===== config.mk =====
export PLATFORM = sky130hd
export DESIGN_NAME = command_frame_parser_responder_unit_flat
export DESIGN_NICKNAME = d
export VERILOG_FILES = /design/src/cfpr_pkg.sv /design/src/cfpr_if.sv /design/src/command_frame_parser_responder_unit.sv /design/src/cfpr_parser.sv /design/src/flat_wrapper.sv
export SDC_FILE = /design/constraint.sdc
export NUM_CORES = 1
export LEC_CHECK = 0
export ABC_CLOCK_PERIOD_IN_PS = 4210
export BUFFER_PORTS_ARGS = -buffer_cell sky130_fd_sc_hd__buf_2
export CORE_UTILIZATION = 55
export CTS_CLUSTER_DIAMETER = 120
export DETAILED_ROUTE_END_ITERATION = 7
export GPL_ROUTABILITY_DRIVEN = 0
export HOLD_SLACK_MARGIN = 0.05
export PLACE_DENSITY_LB_ADDON = 0.15
export SLEW_MARGIN = 5
export SYNTH_ARGS = -nofsm -noshare
export SYNTH_HDL_FRONTEND = slang
export SYNTH_SLANG_ARGS = --single-unit

===== constraint.sdc =====
create_clock -name clk_i -period 4.21 [get_ports clk_i]
set_clock_uncertainty 0.1 [all_clocks]
set_input_delay 0.6315 -clock clk_i [delete_from_list [all_inputs] [get_ports clk_i]]
set_output_delay 0.6315 -clock clk_i [all_outputs]
set_load 0.02 [all_outputs]

===== src/cfpr_pkg.sv =====
// ----------------------------------------------------------------------------
// Command frame parser package
// Types and constants shared by the frame parser and the reply serialiser.
// ----------------------------------------------------------------------------
package cfpr_pkg;

  localparam logic [7:0] SofByte  = 8'hEF;
  localparam logic [7:0] EofByte  = 8'hFE;
  localparam logic [7:0] DoneCmd  = 8'h17;
  localparam logic [7:0] DoneData = 8'h00;

  localparam int unsigned ReplyLen = 5;
  localparam int unsigned CntW     = $clog2(ReplyLen);
  localparam logic [CntW-1:0] LastIdx = CntW'(ReplyLen - 1);

  localparam int unsigned CfgIdxW = 3;
  localparam int unsigned CfgDataW = 8;

  typedef enum logic [CfgIdxW-1:0] {
    CFG_START_CODE = 3'd0,
    CFG_STOP_CODE  = 3'd1,
    CFG_PAUSE_CODE = 3'd2,
    CFG_RAISE_CODE = 3'd3,
    CFG_LOWER_CODE = 3'd4,
    CFG_NAK_VALUE  = 3'd5
  } cfg_idx_e;

  typedef enum logic [2:0] {
    MSG_NONE  = 3'd0,
    MSG_GO    = 3'd1,
    MSG_HALT  = 3'd2,
    MSG_HOLD  = 3'd3,
    MSG_RAISE = 3'd4,
    MSG_LOWER = 3'd5
  } msg_type_e;

  typedef enum logic [4:0] {
    POS_HUNT = 5'b00001,
    POS_CMD  = 5'b00010,
    POS_DATA = 5'b00100,
    POS_CHK  = 5'b01000,
    POS_END  = 5'b10000
  } frame_pos_e;

  typedef struct packed {
    logic [ReplyLen-1:0][7:0] bytes;
    msg_type_e                msg_type;
    logic [7:0]               data_byte;
    logic                     refused;
    logic                     from_frame;
  } reply_t;

endpackage


===== src/cfpr_if.sv =====
// ----------------------------------------------------------------------------
// Command frame parser channels
// Valid/ready channels for received bytes and for reply bytes.
// ----------------------------------------------------------------------------
interface cfpr_in_if;
  logic       valid;
  logic       ready;
  logic       kind;
  logic [7:0] rx_byte;
  logic       busy_req;

  modport source (output valid, kind, rx_byte, busy_req, input ready);
  modport sink   (input valid, kind, rx_byte, busy_req, output ready);
endinterface

interface cfpr_out_if;
  logic       valid;
  logic       ready;
  logic [7:0] tx_byte;
  logic       last_byte;
  logic [2:0] msg_type;
  logic [7:0] data_byte;
  logic       refused;
  logic       from_frame;

  modport source (output valid, tx_byte, last_byte, msg_type, data_byte, refused,
                  from_frame, input ready);
  modport sink   (input valid, tx_byte, last_byte, msg_type, data_byte, refused,
                  from_frame, output ready);
endinterface


===== src/command_frame_parser_responder_unit.sv =====
// ----------------------------------------------------------------------------
// Command frame parser and responder
// Parses five-byte command frames from a byte stream and sends five-byte replies.
//
// Items enter on in_ch: a received byte (kind 0) or a request to send the
// completed frame (kind 1). Every byte is parsed in the cycle it is accepted.
// A good frame, or a completed-frame request, yields a reply of five items on
// out_ch, one byte per item with last_byte set on the fifth.
// The first reply item is offered only after the item that completes it has
// passed through the pending reply register and then the output serialiser.
// Input items are taken every cycle while the pending register is free; with
// one reply per five-byte frame and no receiver stall the stream runs at one
// byte per cycle, while back-to-back completed-frame requests are held off
// while the pending register waits for the serialiser to finish a reply.
// When the receiver stalls, the current reply byte is held and, once a second
// reply is pending, in_ch.ready drops until the serialiser frees the register.
// Reset returns the parser to hunting for a start byte, empties both reply
// registers and loads the default command codes and NAK byte.
// ----------------------------------------------------------------------------
module command_frame_parser_responder_unit (
  input  logic                          clk_i,
  input  logic                          rst_ni,
  input  logic                          cfg_we_i,
  input  logic [cfpr_pkg::CfgIdxW-1:0]  cfg_idx_i,
  input  logic [cfpr_pkg::CfgDataW-1:0] cfg_wdata_i,
  cfpr_in_if.sink                       in_ch,
  cfpr_out_if.source                    out_ch
);
  import cfpr_pkg::*;

  logic            in_fire;
  logic            rep_valid;
  reply_t          rep;
  logic            pend_valid_q;
  reply_t          pend_q;
  logic            act_valid_q;
  reply_t          act_q;
  logic [CntW-1:0] cnt_q;
  logic            out_fire;
  logic            act_done;
  logic            load_act;

  cfpr_parser u_parser (
    .clk_i        (clk_i),
    .rst_ni       (rst_ni),
    .cfg_we_i     (cfg_we_i),
    .cfg_idx_i    (cfg_idx_i),
    .cfg_wdata_i  (cfg_wdata_i),
    .item_fire_i  (in_fire),
    .kind_i       (in_ch.kind),
    .rx_byte_i    (in_ch.rx_byte),
    .busy_req_i   (in_ch.busy_req),
    .reply_valid_o(rep_valid),
    .reply_o      (rep)
  );

  assign out_fire    = act_valid_q && out_ch.ready;
  assign act_done    = out_fire && (cnt_q == LastIdx);
  assign load_act    = pend_valid_q && (!act_valid_q || act_done);
  assign in_ch.ready = !pend_valid_q || load_act;
  assign in_fire     = in_ch.valid && in_ch.ready;

  always_ff @(posedge clk_i or negedge rst_ni) begin
    if (!rst_ni) begin
      pend_valid_q <= 1'b0;
    end else if (rep_valid) begin
      pend_valid_q <= 1'b1;
    end else if (load_act) begin
      pend_valid_q <= 1'b0;
    end
  end

  always_ff @(posedge clk_i) begin
    if (rep_valid) begin
      pend_q <= rep;
    end
  end

  always_ff @(posedge clk_i or negedge rst_ni) begin
    if (!rst_ni) begin
      act_valid_q <= 1'b0;
      cnt_q       <= '0;
    end else if (load_act) begin
      act_valid_q <= 1'b1;
      cnt_q       <= '0;
    end else if (act_done) begin
      act_valid_q <= 1'b0;
      cnt_q       <= '0;
    end else if (out_fire) begin
      cnt_q <= cnt_q + 1'b1;
    end
  end

  always_ff @(posedge clk_i) begin
    if (load_act) begin
      act_q <= pend_q;
    end
  end

  assign out_ch.valid      = act_valid_q;
  assign out_ch.tx_byte    = act_q.bytes[cnt_q];
  assign out_ch.last_byte  = (cnt_q == LastIdx);
  assign out_ch.msg_type   = act_q.msg_type;
  assign out_ch.data_byte  = act_q.data_byte;
  assign out_ch.refused    = act_q.refused;
  assign out_ch.from_frame = act_q.from_frame;

  assert property (@(posedge clk_i) disable iff (!rst_ni)
    act_valid_q |-> (cnt_q <= LastIdx))
    else $error("reply byte counter beyond the last byte");

  assert property (@(posedge clk_i) disable iff (!rst_ni)
    !pend_valid_q |-> in_ch.ready)
    else $error("input stalled with the pending reply register free");

  assert property (@(posedge clk_i) disable iff (!rst_ni)
    (pend_valid_q && !load_act) |=> pend_valid_q)
    else $error("pending reply lost");

  assert property (@(posedge clk_i) disable iff (!rst_ni)
    (rep_valid && pend_valid_q) |-> load_act)
    else $error("new reply overwrote a pending reply");

  assert property (@(posedge clk_i) disable iff (!rst_ni)
    (act_valid_q && !out_ch.ready) |=> (act_valid_q && $stable(cnt_q)))
    else $error("reply position moved while the receiver stalled");

endmodule


===== src/cfpr_parser.sv =====
// ----------------------------------------------------------------------------
// Command frame parser
// Holds the command codes and the frame position, checks each frame and
// builds the reply for a good frame or a completed-frame request.
// ----------------------------------------------------------------------------
module cfpr_parser (
  input  logic                             clk_i,
  input  logic                             rst_ni,
  input  logic                             cfg_we_i,
  input  logic [cfpr_pkg::CfgIdxW-1:0]     cfg_idx_i,
  input  logic [cfpr_pkg::CfgDataW-1:0]    cfg_wdata_i,
  input  logic                             item_fire_i,
  input  logic                             kind_i,
  input  logic [7:0]                       rx_byte_i,
  input  logic                             busy_req_i,
  output logic                             reply_valid_o,
  output cfpr_pkg::reply_t                 reply_o
);
  import cfpr_pkg::*;

  logic [7:0] start_code_q, stop_code_q, pause_code_q, raise_code_q, lower_code_q;
  logic [7:0] nak_value_q;
  frame_pos_e pos_q, pos_d;
  logic [7:0] cmd_q, cmd_d, data_q, data_d, chk_q, chk_d;
  msg_type_e  msg_type;
  logic       refuse;
  logic       frame_ok;

  always_ff @(posedge clk_i or negedge rst_ni) begin
    if (!rst_ni) begin
      start_code_q <= 8'd1;
      stop_code_q  <= 8'd2;
      pause_code_q <= 8'd3;
      raise_code_q <= 8'd4;
      lower_code_q <= 8'd5;
      nak_value_q  <= 8'd21;
    end else if (cfg_we_i) begin
      case (cfg_idx_e'(cfg_idx_i))
        CFG_START_CODE: start_code_q <= cfg_wdata_i;
        CFG_STOP_CODE:  stop_code_q  <= cfg_wdata_i;
        CFG_PAUSE_CODE: pause_code_q <= cfg_wdata_i;
        CFG_RAISE_CODE: raise_code_q <= cfg_wdata_i;
        CFG_LOWER_CODE: lower_code_q <= cfg_wdata_i;
        CFG_NAK_VALUE:  nak_value_q  <= cfg_wdata_i;
        default: ;
      endcase
    end
  end

  always_comb begin
    pos_d    = pos_q;
    cmd_d    = cmd_q;
    data_d   = data_q;
    chk_d    = chk_q;
    frame_ok = 1'b0;
    if (item_fire_i && !kind_i) begin
      case (pos_q)
        POS_HUNT: if (rx_byte_i == SofByte) pos_d = POS_CMD;
        POS_CMD: begin
          cmd_d = rx_byte_i;
          pos_d = POS_DATA;
        end
        POS_DATA: begin
          data_d = rx_byte_i;
          pos_d  = POS_CHK;
        end
        POS_CHK: begin
          chk_d = rx_byte_i;
          pos_d = POS_END;
        end
        POS_END: begin
          pos_d    = POS_HUNT;
          frame_ok = (rx_byte_i == EofByte) && (chk_q == 8'(cmd_q + data_q));
        end
        default: pos_d = POS_HUNT;
      endcase
    end
  end

  always_ff @(posedge clk_i or negedge rst_ni) begin
    if (!rst_ni) begin
      pos_q  <= POS_HUNT;
      cmd_q  <= 8'd0;
      data_q <= 8'd0;
      chk_q  <= 8'd0;
    end else begin
      pos_q  <= pos_d;
      cmd_q  <= cmd_d;
      data_q <= data_d;
      chk_q  <= chk_d;
    end
  end

  // The first matching code wins when several registers hold the same value.
  always_comb begin
    if (cmd_q == start_code_q)      msg_type = MSG_GO;
    else if (cmd_q == stop_code_q)  msg_type = MSG_HALT;
    else if (cmd_q == pause_code_q) msg_type = MSG_HOLD;
    else if (cmd_q == raise_code_q) msg_type = MSG_RAISE;
    else if (cmd_q == lower_code_q) msg_type = MSG_LOWER;
    else                            msg_type = MSG_NONE;
  end

  assign refuse = (cmd_q == start_code_q) && busy_req_i;

  always_comb begin
    reply_valid_o = 1'b0;
    reply_o       = '0;
    if (item_fire_i && kind_i) begin
      reply_valid_o = 1'b1;
      reply_o.bytes = {EofByte, 8'(DoneCmd + DoneData), DoneData, DoneCmd, SofByte};
      reply_o.msg_type = MSG_NONE;
    end else if (frame_ok) begin
      reply_valid_o      = 1'b1;
      reply_o.msg_type   = msg_type;
      reply_o.data_byte  = data_q;
      reply_o.refused    = refuse;
      reply_o.from_frame = 1'b1;
      if (refuse) begin
        reply_o.bytes = {ReplyLen{nak_value_q}};
      end else begin
        reply_o.bytes = {EofByte, chk_q, data_q, cmd_q, SofByte};
      end
    end
  end

endmodule


===== src/flat_wrapper.sv =====
// flat-port wrapper written by rule: the top's interface ports become plain ports
module command_frame_parser_responder_unit_flat import cfpr_pkg::*;
  (clk_i, rst_ni, cfg_we_i, cfg_idx_i, cfg_wdata_i, in_ch_valid, in_ch_kind, in_ch_rx_byte, in_ch_busy_req, in_ch_ready, out_ch_valid, out_ch_tx_byte, out_ch_last_byte, out_ch_msg_type, out_ch_data_byte, out_ch_refused, out_ch_from_frame, out_ch_ready);
  cfpr_in_if in_ch_i ();
  cfpr_out_if out_ch_i ();
  input  logic clk_i;
  input  logic rst_ni;
  input  logic cfg_we_i;
  input  logic [cfpr_pkg::CfgIdxW-1:0] cfg_idx_i;
  input  logic [cfpr_pkg::CfgDataW-1:0] cfg_wdata_i;
  input wire logic [$bits(in_ch_i.valid)-1:0] in_ch_valid;
  input wire logic [$bits(in_ch_i.kind)-1:0] in_ch_kind;
  input wire logic [$bits(in_ch_i.rx_byte)-1:0] in_ch_rx_byte;
  input wire logic [$bits(in_ch_i.busy_req)-1:0] in_ch_busy_req;
  output wire logic [$bits(in_ch_i.ready)-1:0] in_ch_ready;
  output wire logic [$bits(out_ch_i.valid)-1:0] out_ch_valid;
  output wire logic [$bits(out_ch_i.tx_byte)-1:0] out_ch_tx_byte;
  output wire logic [$bits(out_ch_i.last_byte)-1:0] out_ch_last_byte;
  output wire logic [$bits(out_ch_i.msg_type)-1:0] out_ch_msg_type;
  output wire logic [$bits(out_ch_i.data_byte)-1:0] out_ch_data_byte;
  output wire logic [$bits(out_ch_i.refused)-1:0] out_ch_refused;
  output wire logic [$bits(out_ch_i.from_frame)-1:0] out_ch_from_frame;
  input wire logic [$bits(out_ch_i.ready)-1:0] out_ch_ready;
  assign in_ch_i.valid = in_ch_valid;
  assign in_ch_i.kind = in_ch_kind;
  assign in_ch_i.rx_byte = in_ch_rx_byte;
  assign in_ch_i.busy_req = in_ch_busy_req;
  assign in_ch_ready = in_ch_i.ready;
  assign out_ch_valid = out_ch_i.valid;
  assign out_ch_tx_byte = out_ch_i.tx_byte;
  assign out_ch_last_byte = out_ch_i.last_byte;
  assign out_ch_msg_type = out_ch_i.msg_type;
  assign out_ch_data_byte = out_ch_i.data_byte;
  assign out_ch_refused = out_ch_i.refused;
  assign out_ch_from_frame = out_ch_i.from_frame;
  assign out_ch_i.ready = out_ch_ready;
  command_frame_parser_responder_unit u_core (.clk_i(clk_i), .rst_ni(rst_ni), .cfg_we_i(cfg_we_i), .cfg_idx_i(cfg_idx_i), .cfg_wdata_i(cfg_wdata_i), .in_ch(in_ch_i), .out_ch(out_ch_i));
endmodule

-- Word-level counts from Yosys, hierarchy flattened
Cells that the tools add are included.
W data, S select, Z words.
- add/subtract/negate cells: 2
- order comparisons: 1
- equal/unequal tests: 20
- multiplexer cells: 22
- bitwise gates (word level): 2
- reduce and logical (&&, ||, !) cells: 31
- operators with widths (kind ; number):
    $mux W53 ; 1
    $eq A8 B8 Y1 ; 6
    $mux W40 ; 1
    $bmux W8 S3 ; 1
    $mux W3 ; 8
    $pmux W5 S4 ; 1
    $reduce_and A2 Y1 ; 10
    $eq A8 B8 Y1 const B ; 2
    $eq A3 B3 Y1 const B ; 3
    $add A8 B8 Y8 ; 1
    $logic_and A1 B1 Y1 ; 8
    $mux W1 ; 8
    $mux W8 ; 1
    $eq A3 B2 Y1 const B ; 2
    $reduce_or A3 Y1 ; 2
    $eq A5 B1 Y1 const B ; 1
    $eq A5 B2 Y1 const B ; 1
    $eq A5 B3 Y1 const B ; 1
    $eq A5 B4 Y1 const B ; 1
    $eq A5 B5 Y1 const B ; 1
    $mux W5 ; 1
    $reduce_or A5 Y1 ; 1
    $lt A3 B4 Y1 const B ; 1
    $reduce_bool A2 Y1 ; 2
    9 further kinds ; 13
- register bits after elaboration: 188
- bits of input ports: 26
- output and inout port bits: 24
- word-level logic and storage cells: 115

-- Depth between registers and ports, before layout
Gate-level depths: netlist of run 1.
- depth after elaboration: 11
- depth in mapped cells: 10
- depth with buffers taken out: 9

-- Modules after synthesis
A second synthesis of run 1 with hierarchy kept.
- cell total of the unflattened synthesis: 615
- area total of the unflattened synthesis: 8446.9 um^2
- by module, submodules not included (module ; instances ; cells each ; area an instance (um^2) ; sequential area each (um^2)):
    cfpr_parser ; 1 ; 434 ; 4576.9 ; 1940.6
    command_frame_parser_responder_unit ; 1 ; 181 ; 3870.0 ; 3308.2

-- Least setup slack after synthesis of run 1
OpenSTA, ideal clock, no wires.
- path kind: register -> register
- start point: register u_core.cnt_q[0]
- end point: register u_core.pend_q[0] (netlist bit) (enable)
- library setup time: 0.405 ns
- arrival time: 3.643 ns
- data required time: 3.705 ns
- setup slack: 0.061 ns
- cell stages (with the launch flop): 11
- path buffers: 2
- period minus slack after synthesis: 4.149 ns
- cell sequence: dfrtp_1 clkbuf_1 inv_1 ha_1 nand3_2 a311o_2 or4_4 a2111oi_4 nand4_4 buf_2 nand2_1
- cells in the longest elaborated chain, start to end: 10
- elaborated cells between the ends (all ways): 11
- classes of those cells: eq/ne (1); mux (3); reduce/logical (7)
- RTL lines (element ; line ; text):
    start: declaration ; command_frame_parser_responder_unit.sv:38 ; logic [CntW-1:0] cnt_q;
    start signal: assignment ; command_frame_parser_responder_unit.sv:90 ; cnt_q <= cnt_q + 1'b1;
    $eq A3 B3 Y1 (*) ; command_frame_parser_responder_unit.sv:58 ; assign act_done = out_fire && (cnt_q == LastIdx);
    $logic_and A1 B1 Y1 (*) ; command_frame_parser_responder_unit.sv:58 ;
    $logic_or A1 B1 Y1 (*) ; command_frame_parser_responder_unit.sv:59 ; assign load_act = pend_valid_q && (!act_valid_q || act_done);
    $logic_and A1 B1 Y1 (*) ; command_frame_parser_responder_unit.sv:59 ;
    $logic_or A1 B1 Y1 (*) ; command_frame_parser_responder_unit.sv:60 ; assign in_ch.ready = !pend_valid_q || load_act;
    $logic_and A1 B1 Y1 (*) ; command_frame_parser_responder_unit.sv:61 ; assign in_fire = in_ch.valid && in_ch.ready;
    $logic_and A1 B1 Y1 ; cfpr_parser.sv:56 ; if (item_fire_i && !kind_i) begin
    $mux W1 ; cfpr_parser.sv:56 ;
    $mux W1 ; cfpr_parser.sv:113 ; end else if (frame_ok) begin
    $mux W1 (*) ; cfpr_parser.sv:109 ; if (item_fire_i && kind_i) begin
    named net u_core.rep_valid ; command_frame_parser_responder_unit.sv:32 ; logic rep_valid;
    end signal: assignment ; command_frame_parser_responder_unit.sv:75 ; pend_q <= rep;
    end: declaration ; command_frame_parser_responder_unit.sv:35 ; reply_t pend_q;
Mark *: on every way through the listed nets, which the timed path passes. The rest lies on a longest branch.
A chain may end at the register's enable or synchronous reset.

-- Worst setup path in the final report of run 1
- start point: register u_core.cnt_q[0]
- end point: register u_core.pend_q[12] (netlist bit), data pin
- cells in the longest elaborated chain, start to end: 10
- elaborated cells between the ends (all ways): 11
- classes of those cells: eq/ne (1); mux (1); bitwise (1); reduce/logical (8)
- RTL lines (element ; line):
    $eq A3 B3 Y1 (*) ; command_frame_parser_responder_unit.sv:58
    $logic_and A1 B1 Y1 (*) ; command_frame_parser_responder_unit.sv:58
    $logic_or A1 B1 Y1 (*) ; command_frame_parser_responder_unit.sv:59
    $logic_and A1 B1 Y1 (*) ; command_frame_parser_responder_unit.sv:59
    $logic_or A1 B1 Y1 (*) ; command_frame_parser_responder_unit.sv:60
    $logic_and A1 B1 Y1 (*) ; command_frame_parser_responder_unit.sv:61
    $logic_and A1 B1 Y1 ; cfpr_parser.sv:56
    $mux W1 ; cfpr_parser.sv:56
    $not A1 Y1 (no source line) ; --
    $reduce_or A5 Y1 (no source line) (*) ; --
Every way passes the cells marked *; elsewhere a longest branch is shown, timed or not.

==> metrics, run 1 <==
Netlist cell types=53; antenna-violating nets left=0; fraction of power spent switching nets=0.2726; final cell utilization of the core=0.6342; Die W=approximately 120 um; Final Critical Period=approximately 3.4 ns; Startpoint Class=register; DPL Wire Length=10870 um; ANT cells=0; sw power=1.235 mW; Slew HR=0.1961; Iter 0 DRT Violations=329; Fill cells=1090; Async S/R FF share, synth=0.4659; Post-synth top cells=edfxtp_1 (94), dfrtp_1 (71), mux2_2 (64), nor2_1 (60), o21ai_0 (41); Die Y=122.6 um; Syn. warnings=0; unrepaired setup endpoints after global routing=no; Largest stage delay, worst path=a little over 0.5 ns; final setup fails=0; hold_buf cts=0; Synth top area share=0.3529; outcome=finished clean; worst-path fanout max=32; Design Area, Final=0.008906 sq mm; Rows=43; Worst Path Buf+Inv=3; Fin Setup TNS=0 ns; CP Capture Type=register; first-pass GRT wire length=24700 um; Layout Cells excl Fill=approximately 850; I/O pin cnt=50; pwr dens=between 500 and 600 mW/mm^2; total leakage power=between 3 and 4 nW; crit-path leading delay family=simple AND/OR/NAND/NOR gates; Max Fclk=approximately 290 MHz; PortBufs=49; TritonRoute pass-1 iters=4; synthesis-stage register bit count=about 180; sequential cell area=0.004888 sq mm; Comb power frac=0.177; vias in the first global route=4623; synth top area cells=edfxtp_1 (35%), dfrtp_1 (22%), mux2_2 (9.0%); Avg Inst Size Synth=12.98 sq um; count leader, synth=edfxtp_1; die area=approximately 0.015 sq mm; critical path cell sequence=buf_4 > inv_1 > ha_1 > nand3_2 > a311o_2 > or4_4 > a2111oi_4 > nand4_4 > buf_4 > nor4_2; area of the multi-input gates=0.002818 sq mm; CP required=4.37 ns; Reg power frac=0.497; share of layout cells above drive strength 1=0.2647; crit share post-route=0.8194; total power=4.531 mW; largest net degree at the start of global routing=83; total wire length=15220 um; core area=around 0.014 sq mm; CTS tree=done; internal power=about 3.3 mW; initial antenna violation count=0; vias=about 4700; min-delay worst type=in2async; buffer depth of the longest clock path=2; clk root buf=clkbuf_16; CTS HTree Levels=4; DP Area=around 0.0083 sq mm; area leader, netlist=edfxtp_1; Mapped Cells=about 600; CTS buffer count=17; Max VDD drop=0.2636 mV; Post-route DRC=0; Worst path slowest cell=a311o_2; Max Cap Viol=0; Pins Over Slew Limit=0; Main synth FF type=edfxtp_1; post-placement cell count=approximately 810; worst slew pin tran=approximately 1.2 ns; clk_lat worst skew=0.43 ns; DR vias/cell=~5.6; CTS resizes=0; Area Overhead vs Synth=11.36%; initial core utilization=0.5695; NumNets Final=688; CTS sink cnt=approximately 180; Tot GR Track Use=0.2259; Crit Path Class=reg2reg; Worst-path clk slew=0.06 ns; mapped cell area=roughly 0.008 sq mm; Mapped Nets=between 600 and 700; Top cell by count, worst path=buf_4; CP Data Arrival Time=3.61 ns; total congestion overflow=0; Clk pwr share=0.326; setup repair bufs after CTS=0; number of synthesized flops with an enable pin=between 90 and 100; sequential area share after synthesis=0.6112; mean routed wirelength per cell=between 15 and 20 um; Hold Vio Cnt, Final=0
## cells by family after synthesis
group	Yosys count	share of synthesized area
flip-flops	176	0.6112
AND/OR/NAND/NOR	145	0.09371
multiplexers	90	0.1227
AO/OA/AOI/OAI	79	0.05976
buffers and inverters	62	0.03692
XOR/XNOR	54	0.05914
adder cells (fa/ha/maj)	10	0.01658
## registers in the layout (all words and copies together), names as in the netlist, 5 cells and up
signal,cells
u_core.u_parser.pos_q,5
u_core.u_parser.start_code_q,8
u_core.u_parser.nak_value_q,8
u_core.u_parser.chk_q,8
u_core.act_q,34
u_core.u_parser.pause_code_q,8
u_core.u_parser.stop_code_q,8
u_core.u_parser.lower_code_q,8
u_core.u_parser.raise_code_q,8
u_core.u_parser.cmd_q,8
u_core.out_ch.data_byte,8
u_core.pend_q,47
u_core.u_parser.data_q,8
## power by group through the flow
stage	Sequential [mW]	Combinational [mW]	Clock, mW
6_report	2.25	0.802	1.48
4_1_cts	2.25	0.815	1.51
3_3_place_gp	2.27	0.786	0
2_1_floorplan	2.22	0.622	0
5_1_grt	2.28	0.882	1.58
3_5_place_dp	2.28	0.812	0
## cells in the final DEF, fill, tap and decap left out, drive strengths merged, types with 7 or more instances in the layout
cell type and count:
edfxtp 94, mux2i 26, dfrtp 71, mux2 64, xor2 30, xnor2 24, a21oi 19, clkbuf 23
buf 59, dfstp 11, nand3 9, o21ai 41, nand4 9, ha 9, nand2 32, nor2 60
clkinv 7, nor4 9, inv 20, nor3 7
## stage by stage
stage / hold WS [ns] / setup slack (ns)
floorplan: 0.2359 / 0.06118
global placement: 0.3057 / 0.8951
detailed placement: 0.3045 / 0.7803
CTS: 0.3098 / 0.7680
global route: 0.3207 / 0.5739
finish: 0.2570 / 0.7605
## metal layers
| layer | share of wire | up-vias | GRT usage |
|---|---|---|---|
| met3 | 0.034 | 20 | 0.04740 |
| li1 | - | 2264 | - |
| met5 | 0 | - | 0 |
| met4 | 0.015 | 0 | 0.07546 |
| met2 | 0.49 | 94 | 0.3645 |
| met1 | 0.46 | 2333 | 0.3051 |
## area by class of cell
type	count	area share
clock buffer	23	0.05409
clock inverter	9	0.009272
inverter	20	0.008429
multi-input combinational	378	0.3164
sequential	176	0.5489
tap	180	0.02529
timing repair buffer	59	0.03765
## path summary, 6_finish.rpt
kind / from / to / slack, ns / cells past startpoint
worst min-delay path: rst_ni / u_core.out_ch.valid / 0.26 / 1
worst max register to register: u_core.cnt_q[0] / u_core.pend_q[12] / 0.76 / 10
worst min register to register: u_core.pend_q[42] / u_core.act_q[42] / 0.32 / 0
max in group asynchronous: rst_ni / u_core.u_parser.stop_code_q[7] / 3.04 / 1
worst max-delay path: u_core.cnt_q[0] / u_core.pend_q[12] / 0.76 / 10
min in group clk_i: u_core.pend_q[42] / u_core.act_q[42] / 0.32 / 0
Power figures use the tool's default switching activity.
==> run 2, diff against run 1 <==
Settings changed: ABC_CLOCK_PERIOD_IN_PS 4210 to 3370, CORE_UTILIZATION 55 to 60.
Clock period 4.21 ns to 3.37 ns, I/O delays scaled along.
==> run 2 against run 1 <==
Net effect: final area rose by 1.1%; global-route usage rose by 1.6 points; worst hold slack got worse by 0.16 ns; critical path type unchanged; die area fell by 8.2%; final cell count rose by 0.36%; count of clock-buffer cells in the layout fell by 4; clock power rose by 30%.
==> metrics, run 2 (same netlist as run 1, synthesis figures left out) <==
total congestion overflow=0 (unchanged); die area=0.01380 sq mm (-8.2%); internal power=4.159 mW (+26%); Fin Setup TNS=0 ns (unchanged); TritonRoute pass-1 iters=5 (+1); Die Y=117.5 um (-4.2%); Max Fclk=310.6 MHz (+7.1%); NumNets Final=699 (+1.6%); pwr dens=641.8 mW/mm^2 (+26%); Post-route DRC=0 (unchanged); antenna-violating nets left=0 (unchanged); ANT cells=0 (unchanged); Area Overhead vs Synth=12.61%; DPL Wire Length=11040 um (+1.5%); CTS buffer count=17 (unchanged); mean routed wirelength per cell=18.50 um (+2.7%); Fill cells=910 (-17%); unrepaired setup endpoints after global routing=no; DR vias/cell=5.665 (+1.6%); Worst-path clk slew=0.07 ns (about the same); CP Data Arrival Time=3.37 ns (-0.24 ns); max reg flops=47 (unchanged); met3 WL=579 um (+13%); Crit Path Class=reg2reg; Die W=117.5 um (-4.2%); fraction of power spent switching nets=0.2805 (+0.007953); vias=4804 (+2.0%); max layer used=met4; largest net degree at the start of global routing=83 (unchanged); crit share post-route=0.9555 (+0.1361); Tot GR Track Use=0.2418 (+0.01591); commonest cells after routing, fill and taps aside=edfxtp_1 (94), dfrtp_1 (71), mux2_2 (64); met2 WL=7906 um (+6.8%); Max VDD drop=0.3239 mV (+23%); Startpoint Class=register; Comb power frac=0.183 (+0.006); CTS tree=done; CTS sink cnt=176 (unchanged); sw power=1.622 mW (+31%); final setup fails=0 (unchanged); Final Critical Period=3.220 ns (-0.2296 ns); CP required=3.52 ns (-0.85 ns); Top reg by flops=u_core.pend_q; total wire length=15690 um (+3.1%); clk root buf=clkbuf_16; outcome=finished clean; Pins Over Slew Limit=0 (unchanged); Min Hold Slack=0.09998 ns (-0.1570 ns); Iter 0 DRT Violations=311 (-5.5%); worst-path fanout max=32 (unchanged); core area=0.01282 sq mm (-8.7%); most common cell after layout, fill and taps aside=edfxtp_1; initial core utilization=0.6236 (+0.05407); Hold Vio Cnt, Final=0 (unchanged); Reg power frac=0.482 (-0.015); CTS HTree Levels=4 (unchanged); Largest regs=u_core.pend_q x47, u_core.act_q x34; Rows=41 (-4.7%); min-delay worst type=in2async; PortBufs=49 (unchanged); clk_lat worst skew=0.42 ns (about the same); initial antenna violation count=0 (unchanged); M1 WL=6854 um (-3.1%); I/O pin cnt=50 (unchanged); Slew HR=0.3016 (+0.1055); buffer depth of the longest clock path=2 (unchanged); worst slew pin tran=1.048 ns (-0.1582 ns); share of layout cells above drive strength 1=0.2766 (+0.01197); CP Capture Type=register; total leakage power=3.807 nW (+1.6%); vias in the first global route=4805 (+3.9%); first-pass GRT wire length=25320 um (+2.5%); Clk pwr share=0.335 (+0.009); Max Cap Viol=0 (unchanged)
==> run 2: cell type report <==
class,instances,area [sq um],area share
Multi-Input combinational cell,378,2831,0.3144
Tap cell,172,215.2,0.02390
Timing Repair Buffer,70,409.1,0.04543
Clock buffer,19,432.9,0.04807
Clock inverter,13,153.9,0.01709
Inverter,20,75.07,0.008336
Sequential cell,176,4888,0.5428
==> run 2: metrics by stage <==
step	cell area, sq um	setup slack [ns]	util	power [mW]	std cells
floorplan	8014	0.04704	-	3.557	616
global placement	8416	0.2201	0.6562	3.837	816
finish	9006	0.1500	0.7022	5.780	848
global route	9006	0.04812	0.7022	6.017	848
detailed placement	8416	0.09987	0.6562	3.895	816
CTS	9002	0.08808	0.7020	5.815	848
==> run 2: repair_timing <==
action	CTS	global route
hold endpoints to repair	0	0
setup buffers	0	0
gates resized for setup	0	1
endpoints found under the setup margin	0	1
hold buffers	0	0
==> run 2: worst max-delay path, stage by stage (launching register included) <==
cell and delay, ns:
dfrtp_1 0.38, inv_1 0.15, ha_1 0.24, nand3_2 0.11, a311o_2 0.49, or4_4 0.46, a2111oi_4 0.39, nand4_4 0.19
buf_6 0.24, nor4_2 0.28
==> run 2: path summary, 6_finish.rpt <==
kind                       slack, ns                        end              start  cells past startpoint
setup / recovery                0.15          u_core.pend_q[12]    u_core.cnt_q[0]                      9
hold / removal                   0.1            u_core.cnt_q[2]             rst_ni                      1
setup reg to reg                0.15          u_core.pend_q[12]    u_core.cnt_q[0]                      9
hold reg to reg                 0.32           u_core.act_q[31]  u_core.pend_q[31]                      0
max in group asynchronous       2.33   u_core.u_parser.pos_q[1]             rst_ni                      1
min in group clk_i              0.25  u_core.u_parser.data_q[2]   in_ch_rx_byte[2]                      3
==> run 2: power groups by stage <==
stage / combinational (mW) / sequential (mW) / clock [mW]
final: 1.06 / 2.79 / 1.93
after global routing: 1.17 / 2.81 / 2.04
after CTS: 1.07 / 2.79 / 1.95
after detailed placement: 1.07 / 2.83 / 0
after global placement: 1.03 / 2.81 / 0
after floorplan: 0.782 / 2.78 / 0
==> run 2: routing by layer <==
metal / vias up / global-route usage
met5: - / 0
met4: 0 / 0.1010
met3: 25 / 0.03973
met2: 130 / 0.4027
met1: 2367 / 0.3168
li1: 2282 / -
==> run 3, diff against run 2 <==
Settings changed: ABC_AREA set to 1, CORE_UTILIZATION 60 to 42.
==> run 3 against run 2 <==
Net effect: first-iteration DRC count up 46%; core utilization down 22 points; sequential share of layout area down 0.40 points; final cell count up 30%; clock power up 2%; flip-flop and latch count unchanged; final area up 0.74%; critical path type unchanged; global-route usage down 4.9 points; die area up 43%; maximum frequency up 8.0%; highest routed layer unchanged; via count up 15%; largest cell class unchanged; total power up 36%.
==> metrics, run 3 <==
synthesis-stage register bit count=176 (unchanged); Fin Setup TNS=0 ns (unchanged); CTS sink cnt=176 (unchanged); dpl ws=0.4079 ns (+0.3081 ns); Area Overhead vs Synth=12.75%; total congestion overflow=0 (unchanged); Design Area, Final=0.009072 sq mm (+0.74%); mapped cell area=0.008046 sq mm (+0.61%); antenna-violating nets left=0 (unchanged); CTS HTree Levels=4 (unchanged); Tot GR Track Use=0.1924 (-0.04938); Syn. warnings=0 (unchanged); Async S/R FF share, synth=0.4659 (unchanged); Slew HR=0.5782 (+0.2766); Netlist cell types=41 (-23%); core area=0.01877 sq mm (+46%); initial antenna violation count=0 (unchanged); Startpoint Class=register; CP required=3.39 ns (-0.13 ns); final setup fails=0 (unchanged); outcome=finished clean; DR vias/cell=5.002 (-12%); number of synthesized flops with an enable pin=94 (unchanged); crit share post-route=0.8845 (-0.07097); sequential area share after synthesis=0.6075 (-0.003707); Worst-path clk slew=0.07 ns (about the same); Pins Over Slew Limit=0 (unchanged); sequential cell area=0.004888 sq mm (unchanged); worst slew pin tran=0.6304 ns (-0.4173 ns); max reg flops=47 (unchanged); Mapped Cells=813 (+32%); area of the multi-input gates=0.002591 sq mm (-8.5%); CP Data Arrival Time=3.00 ns (-0.37 ns); CP Capture Type=register; total wire length=17680 um (+13%); Avg Inst Size Synth=9.897 sq um (-24%); Post-route DRC=0 (unchanged); Final Critical Period=2.981 ns (-0.2392 ns); Synth top area share=0.3508 (-0.002140); DPL Wire Length=12950 um (+17%); final cell utilization of the core=0.4834 (-0.2188); buffer depth of the longest clock path=2 (unchanged); first-pass GRT wire length=28570 um (+13%); vias=5522 (+15%); Iter 0 DRT Violations=455 (+46%); DP Area=0.008477 sq mm (+0.73%); min-delay worst type=in2reg; most common cell after layout, fill and taps aside=nand2_1; PortBufs=49 (unchanged); total leakage power=3.952 nW (+3.8%); clk_lat worst skew=0.43 ns (about the same); Main synth FF type=edfxtp_1; commonest cells after routing, fill and taps aside=nand2_1 (196), edfxtp_1 (94), o21ai_0 (89); worst-path fanout max=38 (+19%); area leader, netlist=edfxtp_1; Hold Vio Cnt, Final=0 (unchanged); Top reg by flops=u_core.pend_q; Max Fclk=335.5 MHz (+8.0%); CTS tree=done; ANT cells=0 (unchanged); Max Cap Viol=0 (unchanged); Die W=140.4 um (+20%); setup repair bufs after CTS=0 (unchanged); Crit Path Class=reg2reg; mean routed wirelength per cell=16.01 um (-13%); vias in the first global route=5279 (+9.9%); NumNets Final=893 (+28%); die area=0.01972 sq mm (+43%); pwr dens=864.2 mW/mm^2 (+35%); Die Y=140.4 um (+20%); Mapped Nets=849 (+30%); I/O pin cnt=50 (unchanged); Fill cells=1780 (+96%); clk root buf=clkbuf_16; Rows=50 (+22%); synth top area cells=edfxtp_1 (35%), dfrtp_1 (22%), nand2_1 (9.2%); Largest regs=u_core.pend_q x47, u_core.act_q x34; Max VDD drop=0.4472 mV (+38%); share of layout cells above drive strength 1=0.1540 (-0.1226); Post-synth top cells=nand2_1 (197), edfxtp_1 (94), o21ai_0 (89), inv_1 (83), dfrtp_1 (71); initial core utilization=0.4287 (-0.1949); TritonRoute pass-1 iters=7 (+2); unrepaired setup endpoints after global routing=no; CTS resizes=0 (unchanged); CTS buffer count=17 (unchanged); count leader, synth=nand2_1; largest net degree at the start of global routing=48 (-42%); crit path setup slack, layout=0.3892 ns (+0.2392 ns)
[run 3: timing repair]
item | CTS | global route
endpoints found under the hold margin | 35 | 0
endpoints found under the setup margin | 0 | 0
hold buffers | 1 | 0
[run 3: critical path, stage by stage (launching register included)]
cell	delay [ns]
dfrtp_1	0.48
ha_1	0.25
inv_1	0.08
fa_1	0.55
inv_1	0.04
nand2_1	0.06
nand2_1	0.05
nor2_1	0.09
nand2_1	0.05
nor2_1	0.10
nand3_1	0.13
nor2_4	0.12
nand2_2	0.18
nand2_2	0.15
buf_12	0.22
[run 3: cell type report]
cell class              count  share of cell area
clock buffers              18             0.04730
clock inverters            14             0.01724
inverters                  93             0.03848
multi-input cells         508              0.2856
flip-flops and latches    176              0.5388
well taps                 234             0.03227
repair buffers             61             0.04027
[run 3: per-stage QoR]
| stage | hold slack (ns) | power, mW | cells |
|---|---|---|---|
| after floorplan | 0.1099 | 5.127 | 813 |
| after global placement | 0.3118 | 5.849 | 1071 |
| after detailed placement | 0.3045 | 5.899 | 1071 |
| after CTS | 0.2237 | 7.890 | 1104 |
| after global routing | 0.2532 | 8.362 | 1104 |
| final | 0.2411 | 7.841 | 1104 |
[run 3: cell families (layout without fill, tap and decap cells)]
logic type | Yosys count | after routing | synth area share
adder cells (fa/ha/maj) | 10 | 10 | 0.01648
AO/OA/AOI/OAI | 131 | 131 | 0.08770
XOR/XNOR | 31 | 31 | 0.03374
AND/OR/NAND/NOR | 336 | 336 | 0.1838
buffers and inverters | 129 | 186 | 0.07075
flip-flops | 176 | 176 | 0.6075
[run 3: routing by layer]
layer	GRT usage	up-vias	routed length [um]
met5	0	-	0
met1	0.2749	2637	8680
li1	-	2745	-
met2	0.2942	127	8140
met3	0.03692	13	645
met4	0.06420	0	209
[run 3: final timing paths]
check / startpoint / to / slack [ns] / cells after the start
setup / recovery: u_core.u_parser.cmd_q[0] / u_core.pend_q[44] / 0.39 / 14
hold / removal: in_ch_rx_byte[7] / u_core.u_parser.chk_q[7] / 0.24 / 3
setup reg to reg: u_core.u_parser.cmd_q[0] / u_core.pend_q[44] / 0.39 / 14
hold reg to reg: u_core.pend_q[35] / u_core.act_q[35] / 0.32 / 0
max in group asynchronous: rst_ni / u_core.u_parser.raise_code_q[2] / 1.82 / 3
min in group asynchronous: rst_ni / u_core.out_ch.valid / 0.52 / 2
[run 3: power breakdown]
group	internal [mW]	leakage (nW)	switching [mW]
clock network	1.10	0.282	0.866
logic	0.975	1.84	1.67
registers	2.80	1.83	0.420
